### src/design/ftlm_pkg.sv
package ftlm_pkg;

    // Default tap count of the filter.
    localparam int TAP_COUNT_DEF = 49;

    // Number of nonzero coefficients; taps beyond this have coefficient zero.
    localparam int COEF_COUNT = 49;
    localparam int COEF_IDX_W = 7;

    localparam int RAW_W    = 13;
    localparam int OFS_W    = 8;
    localparam int X_W      = 14;
    localparam int SAMPLE_W = 16;
    localparam int ACC_W    = 32;
    localparam int FRAC_W   = 15;
    localparam int LED_W    = 8;
    localparam int LEVEL_W  = 5;

    localparam int CFG_IDX_W  = 1;
    localparam int CFG_DATA_W = 8;

    localparam logic [CFG_IDX_W-1:0] CFG_SAMPLE_OFFSET = 1'b0;
    localparam logic [CFG_IDX_W-1:0] CFG_BYPASS_FILTER = 1'b1;

    localparam logic signed [OFS_W-1:0] OFFSET_RESET = -8'sd32;

    typedef enum logic [2:0] {
        ST_IDLE,
        ST_WRITE,
        ST_READ,
        ST_DRAIN,
        ST_DONE
    } t_state;

    // Control handed from the sequencer to the multiply-accumulate unit.
    typedef struct packed {
        logic                  clr;
        logic                  issue;
        logic [COEF_IDX_W-1:0] tap;
    } t_mac_ctrl;

    localparam logic signed [SAMPLE_W-1:0] COEF_TAB [COEF_COUNT] = '{
        16'sd152,   16'sd242,   -16'sd79,   -16'sd233,  16'sd107,   16'sd2,
        -16'sd307,  16'sd130,   16'sd143,   -16'sd436,  16'sd100,   16'sd375,
        -16'sd587,  -16'sd35,   16'sd729,   -16'sd737,  -16'sd356,  16'sd1298,
        -16'sd863,  -16'sd1106, 16'sd2464,  -16'sd947,  -16'sd3944, 16'sd9435,
        16'sd20869, 16'sd9435,  -16'sd3944, -16'sd947,  16'sd2464,  -16'sd1106,
        -16'sd863,  16'sd1298,  -16'sd356,  -16'sd737,  16'sd729,   -16'sd35,
        -16'sd587,  16'sd375,   16'sd100,   -16'sd436,  16'sd143,   16'sd130,
        -16'sd307,  16'sd2,     16'sd107,   -16'sd233,  -16'sd79,   16'sd242,
        16'sd152
    };

    function automatic logic signed [SAMPLE_W-1:0] coef(input logic [COEF_IDX_W-1:0] idx);
        logic signed [SAMPLE_W-1:0] c;
        c = '0;
        if (idx < COEF_IDX_W'(COEF_COUNT)) begin
            c = COEF_TAB[idx[5:0]];
        end
        return c;
    endfunction

    function automatic logic [LED_W-1:0] led_map(input logic [2:0] pos);
        logic [LED_W-1:0] p;
        case (pos)
            3'd0:    p = 8'h08;
            3'd1:    p = 8'h04;
            3'd2:    p = 8'h02;
            3'd3:    p = 8'h01;
            3'd4:    p = 8'h80;
            3'd5:    p = 8'h40;
            3'd6:    p = 8'h20;
            default: p = 8'h10;
        endcase
        return p;
    endfunction

endpackage

### src/design/fir_tilt_led_mapper_top.sv
// Tilt filter and LED mapper. Each input word carries one signed 13-bit
// accelerometer reading; the block adds the signed 8-bit sample_offset
// register and, unless bypass_filter is set, writes the offset sample into a
// TAP_COUNT-entry circular history held in a single-port-read memory and
// convolves the history with fixed symmetric Q1.15 coefficients (taps past
// the 49th have coefficient zero). The 32-bit wrapping sum is shifted right
// by 15 and truncated to a signed 16-bit result; in bypass the offset sample
// itself is the result and the history is untouched. The result also yields
// a one-hot LED position from bits 8..6 and a 5-bit level from bits 5..1.
// A filtered word occupies the block from the cycle that accepts it through
// the history write, one memory read and one multiply-accumulate per tap,
// the drain of the read and multiplier registers, and the load of the output
// register. A bypassed word goes from the accepting cycle to the load. A
// stalled output register holds off the load until it is free. The memory
// read port, one tap per cycle, bounds the filtered path. The next word
// is accepted as soon as the result is loaded, even while that result still
// waits in the output register. The history reads as zeros after reset
// through per-entry valid bits, so no clearing pass is needed.
module fir_tilt_led_mapper_top #(
    parameter int TAP_COUNT = ftlm_pkg::TAP_COUNT_DEF
) (
    input  logic                                    i_clk,
    input  logic                                    i_rst_n,
    input  logic                                    i_cfg_we,
    input  logic [ftlm_pkg::CFG_IDX_W-1:0]          i_cfg_index,
    input  logic [ftlm_pkg::CFG_DATA_W-1:0]         i_cfg_data,
    input  logic                                    i_in_valid,
    output logic                                    o_in_stall,
    input  logic signed [ftlm_pkg::RAW_W-1:0]       i_raw_sample,
    output logic                                    o_out_valid,
    input  logic                                    i_out_stall,
    output logic signed [ftlm_pkg::SAMPLE_W-1:0]    o_filtered_sample,
    output logic [ftlm_pkg::LED_W-1:0]              o_led_pos,
    output logic [ftlm_pkg::LEVEL_W-1:0]            o_tilt_level
);

    // Address width of the history; a single-entry history still needs one bit.
    localparam int AW = (TAP_COUNT > 1) ? $clog2(TAP_COUNT) : 1;

    logic signed [ftlm_pkg::OFS_W-1:0]     r_offset;
    logic                                  r_bypass;
    logic signed [ftlm_pkg::X_W-1:0]       n_x;
    logic signed [ftlm_pkg::SAMPLE_W-1:0]  r_x;
    logic                                  r_item_bypass;
    logic                                  in_accept;
    logic                                  out_free;
    logic                                  load;
    logic                                  mem_we;
    logic [AW-1:0]                         mem_waddr;
    logic                                  mem_re;
    logic [AW-1:0]                         mem_raddr;
    logic signed [ftlm_pkg::SAMPLE_W-1:0]  rd_data;
    ftlm_pkg::t_mac_ctrl                   mac_ctrl;
    logic [ftlm_pkg::ACC_W-1:0]            acc;
    logic signed [ftlm_pkg::SAMPLE_W-1:0]  n_result;
    logic                                  r_out_valid;
    logic signed [ftlm_pkg::SAMPLE_W-1:0]  r_result;

    // Configuration registers. Writes must arrive only while the block is idle; the block does not enforce this.
    always_ff @(posedge i_clk) begin
        if (!i_rst_n) begin
            r_offset <= ftlm_pkg::OFFSET_RESET;
            r_bypass <= 1'b0;
        end else if (i_cfg_we) begin
            case (i_cfg_index)
                ftlm_pkg::CFG_SAMPLE_OFFSET: r_offset <= i_cfg_data;
                ftlm_pkg::CFG_BYPASS_FILTER: r_bypass <= i_cfg_data[0];
                default:                     r_bypass <= r_bypass;
            endcase
        end
    end

    assign in_accept = i_in_valid && !o_in_stall;

    // The offset sample spans -4224..4222, so 14 bits hold it without overflow.
    assign n_x = ftlm_pkg::X_W'(i_raw_sample) + ftlm_pkg::X_W'(r_offset);

    // The bypass choice is taken with the word so it stays fixed while it runs.
    always_ff @(posedge i_clk) begin
        if (in_accept) begin
            r_x           <= ftlm_pkg::SAMPLE_W'(n_x);
            r_item_bypass <= r_bypass;
        end
    end

    // The output register is free when empty or when its word leaves this cycle.
    assign out_free = !r_out_valid || !i_out_stall;

    ftlm_ctrl #(
        .TAP_N (TAP_COUNT),
        .AW    (AW)
    ) u_ctrl (
        .i_clk       (i_clk),
        .i_rst_n     (i_rst_n),
        .i_accept    (in_accept),
        .i_bypass    (r_bypass),
        .i_out_free  (out_free),
        .o_in_stall  (o_in_stall),
        .o_load      (load),
        .o_mem_we    (mem_we),
        .o_mem_waddr (mem_waddr),
        .o_mem_re    (mem_re),
        .o_mem_raddr (mem_raddr),
        .o_mac       (mac_ctrl)
    );

    ftlm_hist_mem #(
        .TAP_N (TAP_COUNT),
        .AW    (AW)
    ) u_hist (
        .i_clk     (i_clk),
        .i_rst_n   (i_rst_n),
        .i_wr_en   (mem_we),
        .i_wr_addr (mem_waddr),
        .i_wr_data (r_x),
        .i_rd_en   (mem_re),
        .i_rd_addr (mem_raddr),
        .o_rd_data (rd_data)
    );

    ftlm_mac u_mac (
        .i_clk     (i_clk),
        .i_rst_n   (i_rst_n),
        .i_ctrl    (mac_ctrl),
        .i_rd_data (rd_data),
        .o_acc     (acc)
    );

    // Arithmetic shift by 15 followed by truncation to 16 bits keeps sum bits 30..15.
    assign n_result = r_item_bypass ? r_x
                    : $signed(acc[ftlm_pkg::FRAC_W+ftlm_pkg::SAMPLE_W-1:ftlm_pkg::FRAC_W]);

    always_ff @(posedge i_clk) begin
        if (!i_rst_n) begin
            r_out_valid <= 1'b0;
        end else if (load) begin
            r_out_valid <= 1'b1;
        end else if (!i_out_stall) begin
            r_out_valid <= 1'b0;
        end
    end

    always_ff @(posedge i_clk) begin
        if (load) begin
            r_result <= n_result;
        end
    end

    assign o_out_valid       = r_out_valid;
    assign o_filtered_sample = r_result;
    assign o_led_pos         = ftlm_pkg::led_map(r_result[8:6]);
    assign o_tilt_level      = r_result[5:1];

    a_no_overwrite: assert property (@(posedge i_clk) disable iff (!i_rst_n)
        load |-> !(r_out_valid && i_out_stall))
        else $error("result loaded over a word still waiting");

    a_load_follows_accept: assert property (@(posedge i_clk) disable iff (!i_rst_n)
        load |-> o_in_stall)
        else $error("result loaded while the block is idle");

endmodule

### src/design/ftlm_hist_mem.sv
module ftlm_hist_mem #(
    parameter int TAP_N = ftlm_pkg::TAP_COUNT_DEF,
    parameter int AW    = 6
) (
    input  logic                                  i_clk,
    input  logic                                  i_rst_n,
    input  logic                                  i_wr_en,
    input  logic [AW-1:0]                         i_wr_addr,
    input  logic signed [ftlm_pkg::SAMPLE_W-1:0]  i_wr_data,
    input  logic                                  i_rd_en,
    input  logic [AW-1:0]                         i_rd_addr,
    output logic signed [ftlm_pkg::SAMPLE_W-1:0]  o_rd_data
);

    logic signed [ftlm_pkg::SAMPLE_W-1:0] r_mem [TAP_N];
    logic [TAP_N-1:0]                     r_valid;
    logic signed [ftlm_pkg::SAMPLE_W-1:0] r_rd_data;
    logic                                 r_rd_ok;

    // An entry never written since reset reads as zero.
    always_ff @(posedge i_clk) begin
        if (!i_rst_n) begin
            r_valid <= '0;
        end else if (i_wr_en) begin
            r_valid[i_wr_addr] <= 1'b1;
        end
    end

    always_ff @(posedge i_clk) begin
        if (i_wr_en) begin
            r_mem[i_wr_addr] <= i_wr_data;
        end
    end

    always_ff @(posedge i_clk) begin
        if (i_rd_en) begin
            r_rd_data <= r_mem[i_rd_addr];
            r_rd_ok   <= r_valid[i_rd_addr];
        end
    end

    assign o_rd_data = r_rd_ok ? r_rd_data : '0;

endmodule

### src/design/ftlm_mac.sv
module ftlm_mac (
    input  logic                                  i_clk,
    input  logic                                  i_rst_n,
    input  ftlm_pkg::t_mac_ctrl                   i_ctrl,
    input  logic signed [ftlm_pkg::SAMPLE_W-1:0]  i_rd_data,
    output logic [ftlm_pkg::ACC_W-1:0]            o_acc
);

    logic                                  r_s1_valid;
    logic [ftlm_pkg::COEF_IDX_W-1:0]       r_s1_tap;
    logic                                  r_p_valid;
    logic signed [ftlm_pkg::ACC_W-1:0]     r_prod;
    logic signed [ftlm_pkg::ACC_W-1:0]     n_prod;
    logic [ftlm_pkg::ACC_W-1:0]            r_acc;

    // Stage 1 lines the tap index up with the memory read data.
    always_ff @(posedge i_clk) begin
        if (!i_rst_n) begin
            r_s1_valid <= 1'b0;
            r_p_valid  <= 1'b0;
        end else begin
            r_s1_valid <= i_ctrl.issue;
            r_p_valid  <= r_s1_valid;
        end
    end

    always_ff @(posedge i_clk) begin
        r_s1_tap <= i_ctrl.tap;
        r_prod   <= n_prod;
    end

    assign n_prod = ftlm_pkg::coef(r_s1_tap) * i_rd_data;

    // The sum wraps in 32-bit two's complement.
    always_ff @(posedge i_clk) begin
        if (i_ctrl.clr) begin
            r_acc <= '0;
        end else if (r_p_valid) begin
            r_acc <= r_acc + $unsigned(r_prod);
        end
    end

    assign o_acc = r_acc;

endmodule

### src/design/ftlm_ctrl.sv
module ftlm_ctrl #(
    parameter int TAP_N = ftlm_pkg::TAP_COUNT_DEF,
    parameter int AW    = 6
) (
    input  logic                 i_clk,
    input  logic                 i_rst_n,
    input  logic                 i_accept,
    input  logic                 i_bypass,
    input  logic                 i_out_free,
    output logic                 o_in_stall,
    output logic                 o_load,
    output logic                 o_mem_we,
    output logic [AW-1:0]        o_mem_waddr,
    output logic                 o_mem_re,
    output logic [AW-1:0]        o_mem_raddr,
    output ftlm_pkg::t_mac_ctrl  o_mac
);

    localparam logic [AW-1:0] LAST = AW'(TAP_N - 1);

    ftlm_pkg::t_state r_state;
    ftlm_pkg::t_state n_state;
    logic [AW-1:0]    r_wp;
    logic [AW-1:0]    r_rd_addr;
    logic [AW-1:0]    r_tap;
    logic             r_drain;

    always_ff @(posedge i_clk) begin
        if (!i_rst_n) begin
            r_state <= ftlm_pkg::ST_IDLE;
        end else begin
            r_state <= n_state;
        end
    end

    always_comb begin
        n_state = r_state;
        case (r_state)
            ftlm_pkg::ST_IDLE: begin
                if (i_accept) begin
                    n_state = i_bypass ? ftlm_pkg::ST_DONE : ftlm_pkg::ST_WRITE;
                end
            end
            ftlm_pkg::ST_WRITE: n_state = ftlm_pkg::ST_READ;
            ftlm_pkg::ST_READ: begin
                if (r_tap == LAST) begin
                    n_state = ftlm_pkg::ST_DRAIN;
                end
            end
            ftlm_pkg::ST_DRAIN: begin
                if (r_drain) begin
                    n_state = ftlm_pkg::ST_DONE;
                end
            end
            ftlm_pkg::ST_DONE: begin
                if (i_out_free) begin
                    n_state = ftlm_pkg::ST_IDLE;
                end
            end
            default: n_state = ftlm_pkg::ST_IDLE;
        endcase
    end

    always_comb begin
        o_in_stall  = 1'b1;
        o_load      = 1'b0;
        o_mem_we    = 1'b0;
        o_mem_re    = 1'b0;
        o_mac.clr   = 1'b0;
        o_mac.issue = 1'b0;
        o_mac.tap   = ftlm_pkg::COEF_IDX_W'(r_tap);
        case (r_state)
            ftlm_pkg::ST_IDLE:  o_in_stall = 1'b0;
            ftlm_pkg::ST_WRITE: begin
                o_mem_we  = 1'b1;
                o_mac.clr = 1'b1;
            end
            ftlm_pkg::ST_READ: begin
                o_mem_re    = 1'b1;
                o_mac.issue = 1'b1;
            end
            ftlm_pkg::ST_DRAIN: o_load = 1'b0;
            ftlm_pkg::ST_DONE:  o_load = i_out_free;
            default:            o_in_stall = 1'b1;
        endcase
    end

    assign o_mem_waddr = r_wp;
    assign o_mem_raddr = r_rd_addr;

    // Write pointer, read address walking backward from the newest sample, and tap index.
    always_ff @(posedge i_clk) begin
        if (!i_rst_n) begin
            r_wp    <= '0;
            r_tap   <= '0;
            r_drain <= 1'b0;
        end else begin
            r_drain <= (r_state == ftlm_pkg::ST_DRAIN) ? !r_drain : 1'b0;
            if (r_state == ftlm_pkg::ST_WRITE) begin
                r_wp      <= (r_wp == LAST) ? '0 : r_wp + 1'b1;
                r_rd_addr <= r_wp;
                r_tap     <= '0;
            end else if (r_state == ftlm_pkg::ST_READ) begin
                r_rd_addr <= (r_rd_addr == '0) ? LAST : r_rd_addr - 1'b1;
                r_tap     <= r_tap + 1'b1;
            end
        end
    end

    a_wp_range: assert property (@(posedge i_clk) disable iff (!i_rst_n)
        r_wp <= LAST)
        else $error("write pointer beyond the history");

    a_tap_range: assert property (@(posedge i_clk) disable iff (!i_rst_n)
        (r_state == ftlm_pkg::ST_READ) |-> (r_tap <= LAST))
        else $error("tap index beyond the history");

    a_drain_after_last: assert property (@(posedge i_clk) disable iff (!i_rst_n)
        $rose(r_state == ftlm_pkg::ST_DRAIN) |-> ($past(r_tap) == LAST))
        else $error("drain entered before the last tap");

    a_write_once: assert property (@(posedge i_clk) disable iff (!i_rst_n)
        (r_state == ftlm_pkg::ST_WRITE) |=> (r_state == ftlm_pkg::ST_READ) && !o_mem_we)
        else $error("history written more than once per word");

endmodule
### config.mk
export PLATFORM = sky130hd
export DESIGN_NAME = fir_tilt_led_mapper_top
export DESIGN_NICKNAME = d
export VERILOG_FILES = /design/src/design/ftlm_pkg.sv /design/src/design/fir_tilt_led_mapper_top.sv /design/src/design/ftlm_hist_mem.sv /design/src/design/ftlm_mac.sv /design/src/design/ftlm_ctrl.sv
export SDC_FILE = /design/constraint.sdc
export NUM_CORES = 2
export LEC_CHECK = 0
export CELL_PAD_IN_SITES_DETAIL_PLACEMENT = 1
export CELL_PAD_IN_SITES_GLOBAL_PLACEMENT = 2
export CORE_UTILIZATION = 43
export DETAILED_ROUTE_END_ITERATION = 12
export DONT_BUFFER_PORTS = 1
export HOLD_SLACK_MARGIN = 0.08
export PLACE_DENSITY_LB_ADDON = 0.1
export SLEW_MARGIN = 20
export SYNTH_ARGS = -nofsm -noshare
export SYNTH_HDL_FRONTEND = slang
export SYNTH_HIERARCHICAL = 1
export SYNTH_SLANG_ARGS = --single-unit
### constraint.sdc
create_clock -name i_clk -period 7 [get_ports i_clk]
set_clock_uncertainty 0.1 [all_clocks]
set_input_delay 1.4 -clock i_clk [delete_from_list [all_inputs] [get_ports i_clk]]
set_output_delay 1.4 -clock i_clk [all_outputs]
set_load 0.005 [all_outputs]
==> flow_summary.json <==
{
  "status": "finished, violations left",
  "violations": "setup timing",
  "wl_met1_mm": 54.8,
  "reg2reg_depth": 30,
  "cp.arrival_ns": 7.65,
  "totalWireLength_mm": 132,
  "die_w_um": 344,
  "die_h_um": 344,
  "clk_latency_ns": 0.70,
  "place.gp.congestion": 0.834,
  "first_global_vias": 31631,
  "fin_crit_sh": 1.03,
  "p_leak_uw": 0.0217,
  "area_delta_synth_final_pct": 15.9,
  "crit_family": "adder cells",
  "critPathSlowestCell": "fa_2",
  "topRoutingLayerUsed": "met4",
  "wl_met2_mm": 69.0,
  "clock_sinks": 984,
  "viasPerCell": 5.52,
  "grt_usage": 0.228,
  "fin_ws_ns": -0.218,
  "initial_core_util": 0.433,
  "grt_first_pass_wirelength_mm": 200,
  "peakVddDrop_mv": 0.226,
  "num_rows": 125,
  "min_from": "u_ctrl/r_tap[5]$_SDFFE_PP0N_",
  "ctsLongestPathBuffers": 3,
  "worstHoldPathType": "reg2reg",
  "antenna_found_initial": 3,
  "dieArea_um2": 118000,
  "holdBufCountCts": 0,
  "drive_gt1_frac": 0.237,
  "syn-num-nets": 3875,
  "antenna_cells": 0,
  "htreeDepth": 3,
  "clock.fmax_mhz": 139,
  "final_cell_mix": "838 x edfxtp_1, 300 x inv_1, 275 x buf_4",
  "coreArea_um2": 116000,
  "clkTransAtPathRegs_ns": 0.06,
  "vias": 29330,
  "crit_path_start": "u_mac/r_s1_tap[1]$_DFF_P_",
  "cts_inserted_buffers": 104,
  "worstSetupEndpointType": "flip-flop",
  "worst_pin_slew_ns": 1.11,
  "grt-ovfl-total": 0,
  "rsz0062_at_grt": "true",
  "wire_per_inst_um": 24.9,
  "reg2reg_from": "u_mac/r_s1_tap[1]$_DFF_P_",
  "layout_commonest_cell": "edfxtp_1",
  "placed_area_um2": 53700,
  "yosys_warnings": 6,
  "postSynthAreaPerCell_um2": 14.6,
  "portBuffers": 0,
  "grt_max_degree": 116,
  "final_nets": 4131,
  "dr.pass1.iters": 7,
  "met3_length_mm": 4.52,
  "place_hpwl_mm": 90.1,
  "max-slew-margin-rel": 0.262,
  "hold_path_depth": 0,
  "hold_slack_ns": 0.287,
  "path_depth": 30,
  "critPathMaxStageDelay_ns": 0.54,
  "drc_errors": 0,
  "syn_area_um2": 50200,
  "postRouteAntennaNets": 0,
  "path_class": "reg2reg",
  "drv_slew": 0,
  "hold_viol_final": 0,
  "cp_data_required_time_ns": 7.43,
  "worstSetupStartpointType": "flip-flop",
  "cts_tree": "built",
  "ios": 58,
  "crit_buf_inv": 9,
  "root_buffer": "clkbuf_16",
  "drtIter0Drc": 1603,
  "power_density_nw_per_um2": 314,
  "design_area_um2": 58200,
  "maxCapViolations": 0,
  "fin_crit_ns": 7.22,
  "netlist_instances": 3440,
  "dp_slack_ns": -0.552,
  "crit_path_max_fanout": 6,
  "setup_violations": 6
}
-- cell type report --
cell class | instances | area (um^2)
Fill cell | 11301 | 57800
Sequential cell | 984 | 28100
Multi-Input combinational cell | 1968 | 21000
Clock buffer | 137 | 2770
Timing Repair Buffer | 312 | 2540
Tap cell | 1524 | 1910
Inverter | 326 | 1250
Clock inverter | 60 | 686
-- registers in the layout, indices dropped and copies added, names as in the netlist, 3 cells and up --
name                cells
u_hist/r_mem          784
u_hist/r_valid         49
u_mac/o_acc            31
u_mac/r_prod           31
o_filtered_sample      16
u_hist/r_rd_data       16
r_x                    14
r_offset                8
u_mac/r_s1_tap          7
u_ctrl/o_mem_raddr      6
u_ctrl/o_mem_waddr      6
u_ctrl/r_tap            6
u_ctrl/r_state          3
-- metrics by stage --
| step | utilization | power, uW | TNS, ns | instances |
|---|---|---|---|---|
| floorplan | - | 10600 | 0 | 3440 |
| global placement | 0.462 | 12500 | -4.62 | 5082 |
| detailed placement | 0.463 | 12600 | -4.83 | 5082 |
| CTS | 0.499 | 18500 | -0.844 | 5304 |
| global route | 0.502 | 19200 | -3.34 | 5311 |
| finish | 0.502 | 18300 | -0.462 | 5311 |
-- power breakdown --
part           internal (uW)  switching [uW]
Clock                   3180            2330
Sequential              7020             200
Combinational           2240            3320
-- worst register-to-register path, delay by kind of cell (launching register included) --
kind,cells,cell delay [ns]
DFF,1,0.40
buffers and inverters,9,0.92
AOI/OAI and AO/OA,10,1.96
adders and majority gates,8,3.15
and+or+nand+nor,3,0.50
-- path summary, 6_finish.rpt --
check / endpoint / slack [ns]
worst max-delay path: u_mac/r_prod[30]$_DFF_P_ / -0.22
worst min-delay path: u_mac/r_s1_tap[5]$_DFF_P_ / 0.29
worst max register to register: u_mac/r_prod[30]$_DFF_P_ / -0.22
worst min register to register: u_mac/r_s1_tap[5]$_DFF_P_ / 0.29
-- per-layer routing --
metal	vias to the layer above	track usage
li1	13036	-
met2	501	0.404
met4	0	0.0749
met5	-	0
met1	15618	0.292
met3	175	0.0240
-- repair_timing --
action / in CTS / in global routing
resized for setup: 148 / 67
buffers inserted: 27 / 9
pin swaps: 82 / 46
endpoints found under the setup margin: 14 / 15
Power figures use the tool's default switching activity.
